[src/design/mct_pkg.sv]
// mct_pkg: types and constants shared by the mutex contention tracker
// no dependencies; every other file imports this package
package mct_pkg;

	// input mode codes
	localparam logic [2:0] MODE_ATTEMPT = 3'd0;
	localparam logic [2:0] MODE_RETURN  = 3'd1;
	localparam logic [2:0] MODE_UNLOCK  = 3'd2;
	localparam logic [2:0] MODE_TRYRET  = 3'd3;
	localparam logic [2:0] MODE_QUERY   = 3'd4;

	// result kind codes
	localparam logic [2:0] KIND_CONTEND = 3'd0;
	localparam logic [2:0] KIND_LONG    = 3'd1;
	localparam logic [2:0] KIND_WSTATS  = 3'd2;
	localparam logic [2:0] KIND_HSTATS  = 3'd3;
	localparam logic [2:0] KIND_ABSENT  = 3'd4;

	// configuration register indexes
	localparam logic [7:0] REG_TARGET  = 8'd0;
	localparam logic [7:0] REG_FILTER  = 8'd1;
	localparam logic [7:0] REG_WAIT_TH = 8'd2;
	localparam logic [7:0] REG_HOLD_TH = 8'd3;

	localparam logic [63:0] RST_WAIT_NS = 64'd1000000;
	localparam logic [63:0] RST_HOLD_NS = 64'd10 * RST_WAIT_NS;

	localparam int QUEUE_DEPTH = 2;

	typedef struct packed {
		logic [2:0]         mode;
		logic [31:0]        process_id;
		logic [31:0]        thread_id;
		logic               pid_listed;
		logic [63:0]        lock_address;
		logic [63:0]        now_ns;
		logic signed [31:0] call_stack;
		logic               call_ok;
	} in_item_t;

	typedef struct packed {
		logic [2:0]         kind;
		logic [31:0]        out_process;
		logic [31:0]        out_thread;
		logic [63:0]        out_lock;
		logic signed [31:0] out_stack;
		logic [63:0]        out_time;
		logic [63:0]        duration_or_sum;
		logic [63:0]        largest_ns;
		logic [63:0]        smallest_ns;
		logic [31:0]        tally;
		logic               last;
	} out_item_t;

	typedef struct packed {
		logic [7:0]  index;
		logic [63:0] value;
	} cfg_beat_t;

	typedef struct packed {
		logic [31:0] target_process;
		logic        filter_enable;
		logic [63:0] wait_threshold;
		logic [63:0] hold_limit;
	} cfg_t;

	typedef enum logic [2:0] {
		OP_ATTEMPT,
		OP_RETURN,
		OP_UNLOCK,
		OP_TRYRET,
		OP_QUERY
	} op_t;

	// classified event as it travels through the queue
	typedef struct packed {
		op_t         op;
		logic [31:0] pid;
		logic [31:0] tid;
		logic [63:0] lock;
		logic [63:0] now;
		logic [31:0] stack;
		logic        ok;
	} job_t;

	typedef struct packed {
		logic [63:0] lock;
		logic [63:0] start;
		logic [31:0] stack;
	} pend_rec_t;

	typedef struct packed {
		logic [31:0] thread;
		logic [63:0] acquired;
		logic [31:0] stack;
	} own_rec_t;

	typedef struct packed {
		logic [63:0] wsum;
		logic [63:0] hsum;
		logic [63:0] wmax;
		logic [63:0] hmax;
		logic [63:0] wmin;
		logic [63:0] hmin;
		logic [31:0] count;
	} st_rec_t;

	typedef enum logic [3:0] {
		B_IDLE,
		B_FIND,
		B_RET_RD,
		B_RET_CHK,
		B_EMIT_C,
		B_UNL_RD,
		B_SFIND,
		B_SUPD,
		B_EMIT_H,
		B_OWN,
		B_QABS,
		B_Q1,
		B_Q2
	} back_state_t;

endpackage

[src/design/mct_queue.sv]
// mct_queue: short queue of classified events between front and back
// depends on mct_pkg
module mct_queue import mct_pkg::*; (
	input  logic clk,
	input  logic arst_n,
	input  logic push,
	input  job_t push_job,
	input  logic pop,
	output logic full,
	output logic empty,
	output job_t head
);
	localparam int PW = (QUEUE_DEPTH > 1) ? $clog2(QUEUE_DEPTH) : 1;
	localparam int CW = $clog2(QUEUE_DEPTH + 1);

	job_t          slot_q [QUEUE_DEPTH];
	logic [PW-1:0] wr_q;
	logic [PW-1:0] rd_q;
	logic [CW-1:0] count_q;

	assign full  = (count_q == CW'(QUEUE_DEPTH));
	assign empty = (count_q == '0);
	assign head  = slot_q[rd_q];

	// pointers and fill count
	always_ff @(posedge clk or negedge arst_n) begin
		if (!arst_n) begin
			wr_q    <= '0;
			rd_q    <= '0;
			count_q <= '0;
		end else begin
			if (push) begin
				wr_q <= (wr_q == PW'(QUEUE_DEPTH - 1)) ? '0 : wr_q + 1'b1;
			end
			if (pop) begin
				rd_q <= (rd_q == PW'(QUEUE_DEPTH - 1)) ? '0 : rd_q + 1'b1;
			end
			if (push && !pop) begin
				count_q <= count_q + 1'b1;
			end else if (pop && !push) begin
				count_q <= count_q - 1'b1;
			end
		end
	end

	// payload storage
	always_ff @(posedge clk) begin
		if (push) begin
			slot_q[wr_q] <= push_job;
		end
	end
endmodule

[config.mk]
export PLATFORM = sky130hd
export DESIGN_NAME = mct_queue
export DESIGN_NICKNAME = d
export VERILOG_FILES = /design/src/design/mct_pkg.sv /design/src/design/mct_queue.sv
export SDC_FILE = /design/constraint.sdc
export NUM_CORES = 1
export LEC_CHECK = 0
export BUFFER_PORTS_ARGS = -buffer_cell sky130_fd_sc_hd__buf_2
export CORE_AREA = 2 2 181 183
export CTS_BUF_LIST = sky130_fd_sc_hd__clkbuf_16
export DETAILED_ROUTE_END_ITERATION = 7
export DIE_AREA = 0 0 183 185
export GPL_TIMING_DRIVEN = 1
export PLACE_DENSITY_LB_ADDON = 0.25
export SLEW_MARGIN = 15
export SYNTH_ARGS = -nofsm -noshare
export SYNTH_HDL_FRONTEND = slang
export SYNTH_SLANG_ARGS = --single-unit
[constraint.sdc]
create_clock -name clk -period 19.47 [get_ports clk]
set_input_delay 1.947 -clock clk [delete_from_list [all_inputs] [get_ports clk]]
set_output_delay 1.947 -clock clk [all_outputs]
set_load 0.02 [all_outputs]
==> metrics, run 1 <==
Setup crit start kind=flop; post-synth cell types=13; dpl cells=1578; total internal power=roughly 2.1 mW; final-layout fill cell count=roughly 2300; crit-path max FO=73; Avg WL per Cell=20.4 um; Syn-to-layout area delta=24.1%; adder-cell share of the synthesized area=less than 1%; slew margin rel.=28.5%; CP top delay family=buffers and inverters; max cap viols=0; FF+latch area=around 14000 um2; Setup WS pre-CTS=around 14 ns; Slew @ Worst Pin=1.07 ns; crit path setup slack, layout=between 10 and 15 ns; final worst path period need=approximately 5.5 ns; share of the synthesized area in the top cell type=81.9%; Final Power=between 3 and 4 mW; layout cell share with drive strength beyond 1=~60%; RD Place Congestion=0.779; DIE AREA=approximately 34000 um2; Layout Cells excl Fill=about 1700; Leak=just under 8 nW; Buffers & Inverters on Critical Path=3; count of pins over their slew limit=0; vias in the first global route=a little under 9000; reg2reg end=slot_q[0][109]; largest family of logic cells by synthesized area=multiplexers; # rows=66; critical path type=reg2out; CTS tree=done; most frequent CP cell=buf_4; Sw Share=between 30 and 40%; final wirelength=roughly 34 mm; RSZ-0062 raised after global routing=no; # IOs=462; reg2reg start=wr_q; clock network fraction of total power=around a quarter; crit path max-delay cell type=buf_4; Final period util=between 20 and 30%; synthesized instance count=725; Sw Pwr=1.01 mW; Crit path largest cell delay=0.86 ns; Seq pwr share=43.5%; Worst setup EP type=output pin; total CTS buffers=between 40 and 50; Final Hold Fails=0; Avg Vias per Cell=5.09; worst ir drop on vdd=between 100 and 150 uV; Synth area leaders=edfxtp_1 82%, mux2_2 15%, buf_6 1.5%; Congestion Overflow GR=0; Comb power frac=between 30% and 40%; Worst Reg-to-Reg Cells=3; type of the tightest min-delay check=reg2reg; core outline area=32000 um2; Port Buf Inserts=461; Highest Clock Rate=roughly 0.18 GHz; DR pass1 iterations=4; cell taking the most area after synthesis=edfxtp_1; Post-Synth XOR/XNOR Area=0.262%; multi-input logic area=around 2700 um2; Clock Latency Late Sink=around 0.54 ns; Die Span Y=approximately 190 um; r2r setup slk=roughly 16 ns; pwr dens=~150 nW/um2; outcome=finished, final reports clean; hold_sp=count_q[1]; Synth Area in Simple Gates=less than 1%; Initial Utilization=52.2%; first-pass GRT wire length=48.1 mm; CTS max path bufs=3; clock slew at reported path FFs=~0.060 ns; CTS root buffer=clkbuf_16; largest net degree at the start of global routing=between 70 and 80; post-synthesis compound-gate area fraction=0%; Total GRT Usage=a little under a fifth; DRT iter0 DRCs=between 400 and 500; Routed Antenna Nets=0; total number of vias=8509; setup TNS=0 ns; WP data required=17.52 ns; clk sinks=460; Seq cells post-synth=460; DRC Markers=0; synthesized cell area=about 17000 um2; Worst Hold End=count_q[1]; cts hold-fix bufs=0; post-synthesis mux area share=between 10% and 20%; Final Skew=0.0134 ns; Syn. warnings=0; antenna violations before repair=8; Setup violations, final=0; mean area per synthesized cell=about 23 um2; die width=roughly 180 um; CP cell instances=buf_4, buf_4, mux2_2, buf_2; DP Wirelength=roughly 23 mm; CTS H-tree depth=2; nets=1451; Worst EP arrival=roughly 3.5 ns; Seq/Total Area, Yosys=between 80% and 90%; Post-CTS Setup Inserts=0; hold path depth=1; post-CTS sizing=0; Net Count, Synth=958
[layer usage]
layer  wire length (um)  up-vias  GRT usage, %
met3               2950       80          6.78
li1                   -     3904             -
met4               1230        2          8.48
met2              17900      344          34.4
met5                 13        -             0
met1              12000     4179          19.9
[worst max path at each step]
stage	from	end	slack, ns	cells after the start
after CTS	rd_q	head[150]	13.95	4
after global placement	push	slot_q[0][3]	14.39	4
after detailed placement	push	slot_q[0][4]	14.43	4
final	rd_q	head[48]	14.02	4
after floorplan	push	slot_q[0][0]	6.86	1
after global routing	rd_q	head[53]	13.81	4
[power groups by stage]
stage | Combinational (mW) | Clock (mW) | Sequential [mW]
final | 0.988 | 0.794 | 1.37
after global routing | 1.05 | 0.851 | 1.39
after CTS | 1.00 | 0.814 | 1.37
after detailed placement | 0.998 | 0 | 1.39
after global placement | 0.994 | 0 | 1.38
after floorplan | 0.729 | 0 | 1.43
[kinds of logic after synthesis]
logic type | count (synthesis)
simple gates | 5
xor+xnor | 5
mux | 228
flops | 460
fa+ha+maj | 1
buf+inv | 26
[cells in the mapped netlist]
cell type and n:
inv_1 1, xnor2_1 1, ha_1 1, buf_4 1, and2_1 1, dfrtp_1 4
buf_6 23, xor2_1 4, nor2_1 2, nor2b_1 2, mux2_2 228, buf_2 1
edfxtp_1 456
[state kept, by name, indices dropped and copies added, names as in the netlist]
register,count
rd_q,1
wr_q,1
slot_q,456
count_q,2
[metrics by stage]
stage | cell area (um2) | hold slack [ns] | utilization, %
2_1_floorplan | 16700 | 0.455 | -
3_3_place_gp | 19300 | 0.480 | 60.4
3_5_place_dp | 19300 | 0.498 | 60.4
4_1_cts | 20700 | 0.510 | 64.7
5_1_grt | 20700 | 0.534 | 64.7
6_report | 20700 | 0.503 | 64.7
[cells in the final DEF, fill, tap and decap left out, types with 2 or more instances in the layout]
cell,count
clkinv_1,10
diode_2,8
dfrtp_1,3
buf_2,461
nor2_1,2
xor2_1,4
edfxtp_1,456
mux2_2,228
clkinv_2,4
clkbuf_16,49
inv_1,21
buf_4,9
[worst reg2reg max path, stage by stage (launching register included)]
cell,delay (ns)
dfrtp_1,0.43
nor2b_4,0.85
buf_4,0.73
buf_4,0.85
[cell type report]
type | instances | share of cell area [%]
multi-input combinational | 239 | 12.8
clock inverter | 36 | 0.718
tap | 408 | 2.46
antenna | 8 | 0.0965
sequential | 460 | 66.5
clock buffer | 49 | 5.91
timing repair buffer | 470 | 11.4
inverter | 1 | 0.0181
No activity file was read; power rests on OpenSTA's default activity.
==> run 2, diff against run 1 <==
CORE_AREA = default   (was 2 2 181 183)
CORE_UTILIZATION = 47   (was default)
DIE_AREA = default   (was 0 0 183 185)
clock period = 4.65 ns   (was 19.47 ns; I/O delays follow)
==> run 2 against run 1 <==
Net effect:
- worst hold slack got worse by 0.41 ns
- combinational power rose to 4.2 times the previous value
- sequential share of layout area down 0.53 points
- register-to-register slack worse by 13 ns
- largest power group unchanged
- highest routed layer unchanged
==> metrics, run 2 (synthesized netlist as in run 1, its figures left out) <==
die width=191 um (+4.2%); commonest non-fill, non-tap cell in the layout=buf_2; Post-CTS Setup Inserts=0 (unchanged); Setup violations, final=0 (unchanged); CTS H-tree depth=2 (unchanged); nets=1455 (+0.28%); count of pins over their slew limit=0 (unchanged); RSZ-0062 raised after global routing=no; Worst Hold End=slot_q[0][119]; layout cell share with drive strength beyond 1=60.8% (+0.61 points); FF+latch area=13800 um2 (unchanged); final worst path period need=3.14 ns; RD Place Congestion=0.764 (-1.9%); Regs by FF count=slot_q x456, count_q x2; critical path type=reg2out; Final Hold Fails=0 (unchanged); Total GRT Usage=18.1% (-0.97 points); total number of vias=8411 (-1.2%); Worst EP arrival=2.67 ns (-0.83 ns); commonest non-fill, non-tap cells in the layout=461 x buf_2, 456 x edfxtp_1, 228 x mux2_2, 47 x clkbuf_16; multi-input logic area=2660 um2 (unchanged); DRT iter0 DRCs=342 (-20%); Die Span Y=191 um (+3.0%); Final Power=13.3 mW (+320%); first-pass GRT wire length=48.7 mm (+1.4%); final wirelength=33.7 mm (-1.2%); CTS tree=done; Initial Utilization=48.0% (-4.1 points); Slew @ Worst Pin=0.834 ns (-0.237 ns); hold path depth=1 (unchanged); slew margin rel.=44.4% (+16 points); hold_sp=push_job[119]; type of the tightest min-delay check=in2reg; # IOs=462 (unchanged); Final Skew=0.0137 ns (+0.000390 ns); Setup crit start kind=flop; post-CTS sizing=0 (unchanged); Largest register FFs=456 (unchanged); cts hold-fix bufs=1 (+1); Congestion Overflow GR=0 (unchanged); Highest Clock Rate=approximately 0.32 GHz; clk sinks=460 (unchanged); Leak=7.89 nW (+0.21%); CTS max path bufs=3 (unchanged); Port Buf Inserts=461 (unchanged); CTS root buffer=clkbuf_16; # rows=68 (+3.0%); largest net degree at the start of global routing=113 (+53%); Worst Reg-to-Reg Cells=2 (-1); reg2reg start=wr_q; DRC Markers=0 (unchanged); Worst setup EP type=output pin; final-layout fill cell count=2635 (+16%); DR pass1 iterations=4 (unchanged); DP Wirelength=22.3 mm (-2.9%); clock slew at reported path FFs=0.06 ns (about the same); core outline area=34800 um2 (+8.6%); reg2reg end=slot_q[1][221]; Top reg by flops=slot_q; pwr dens=635 nW/um2 (+320%); crit-path max FO=80 (+9.6%); Clock Latency Late Sink=0.56 ns (+0.02 ns); setup TNS=0 ns (unchanged); total CTS buffers=46 (unchanged); worst ir drop on vdd=471 uV (+360%); Syn-to-layout area delta=25.1%; r2r setup slk=2.85 ns (-13.32 ns); Avg WL per Cell=19.7 um (-3.6%); antenna violations before repair=6 (-2); vias in the first global route=8775 (-0.011%); outcome=finished, final reports clean; max cap viols=0 (unchanged); Avg Vias per Cell=4.91 (-3.5%); Final period util=between 60% and 70%; WP data required=4.18 ns (-13.34 ns); DIE AREA=36300 um2 (+7.3%); Routed Antenna Nets=0 (unchanged)
run 2: layer usage:
layer  part of all wire [%]  global-route usage, %
met5                  0.086                      0
met3                    7.5                   6.05
met1                     37                   20.1
met2                     53                   31.9
met4                    2.8                   6.65
run 2: report_power, final:
part | switching [mW] | internal (mW) | leakage, nW
sequential | 0.263 | 5.49 | 4.33
combinational | 2.53 | 1.64 | 2.86
clock | 1.46 | 1.88 | 0.708
run 2: worst max-delay path by stage:
| stage | start | end | slack, ns |
|---|---|---|---|
| 3_5_place_dp | rd_q | head[210] | 2.07 |
| 6_report | rd_q | head[96] | 1.51 |
| 2_1_floorplan | push | slot_q[0][0] | 0.34 |
| 5_1_grt | rd_q | head[89] | 1.37 |
| 4_1_cts | rd_q | head[210] | 1.45 |
| 3_3_place_gp | rd_q | head[210] | 2.07 |
run 2: cell type report:
| class | instances | share of cell area, % |
|---|---|---|
| diodes | 3 | 0.0359 |
| flip-flops and latches | 460 | 66.0 |
| clock inverters | 33 | 0.838 |
| repair buffers | 474 | 12.1 |
| multi-input cells | 239 | 12.7 |
| clock buffers | 47 | 5.63 |
| well taps | 455 | 2.72 |
| inverters | 1 | 0.0180 |
run 2: metrics by stage:
stage / instances / utilization, % / setup slack, ns / hold slack [ns] / instance area [um2]
after floorplan: 725 / - / 0.338 / 0.169 / 16700
after global placement: 1627 / 56.1 / 2.07 / 0.285 / 19500
after detailed placement: 1627 / 56.1 / 2.07 / 0.282 / 19500
after CTS: 1708 / 60.0 / 1.45 / 0.0512 / 20900
after global routing: 1712 / 60.1 / 1.37 / 0.0539 / 20900
final: 1712 / 60.1 / 1.51 / 0.0917 / 20900
run 2: critical path: stages (launching register included):
cell and delay [ns]:
dfrtp_4 0.97, buf_12 0.41, mux2_2 0.42, buf_2 0.16
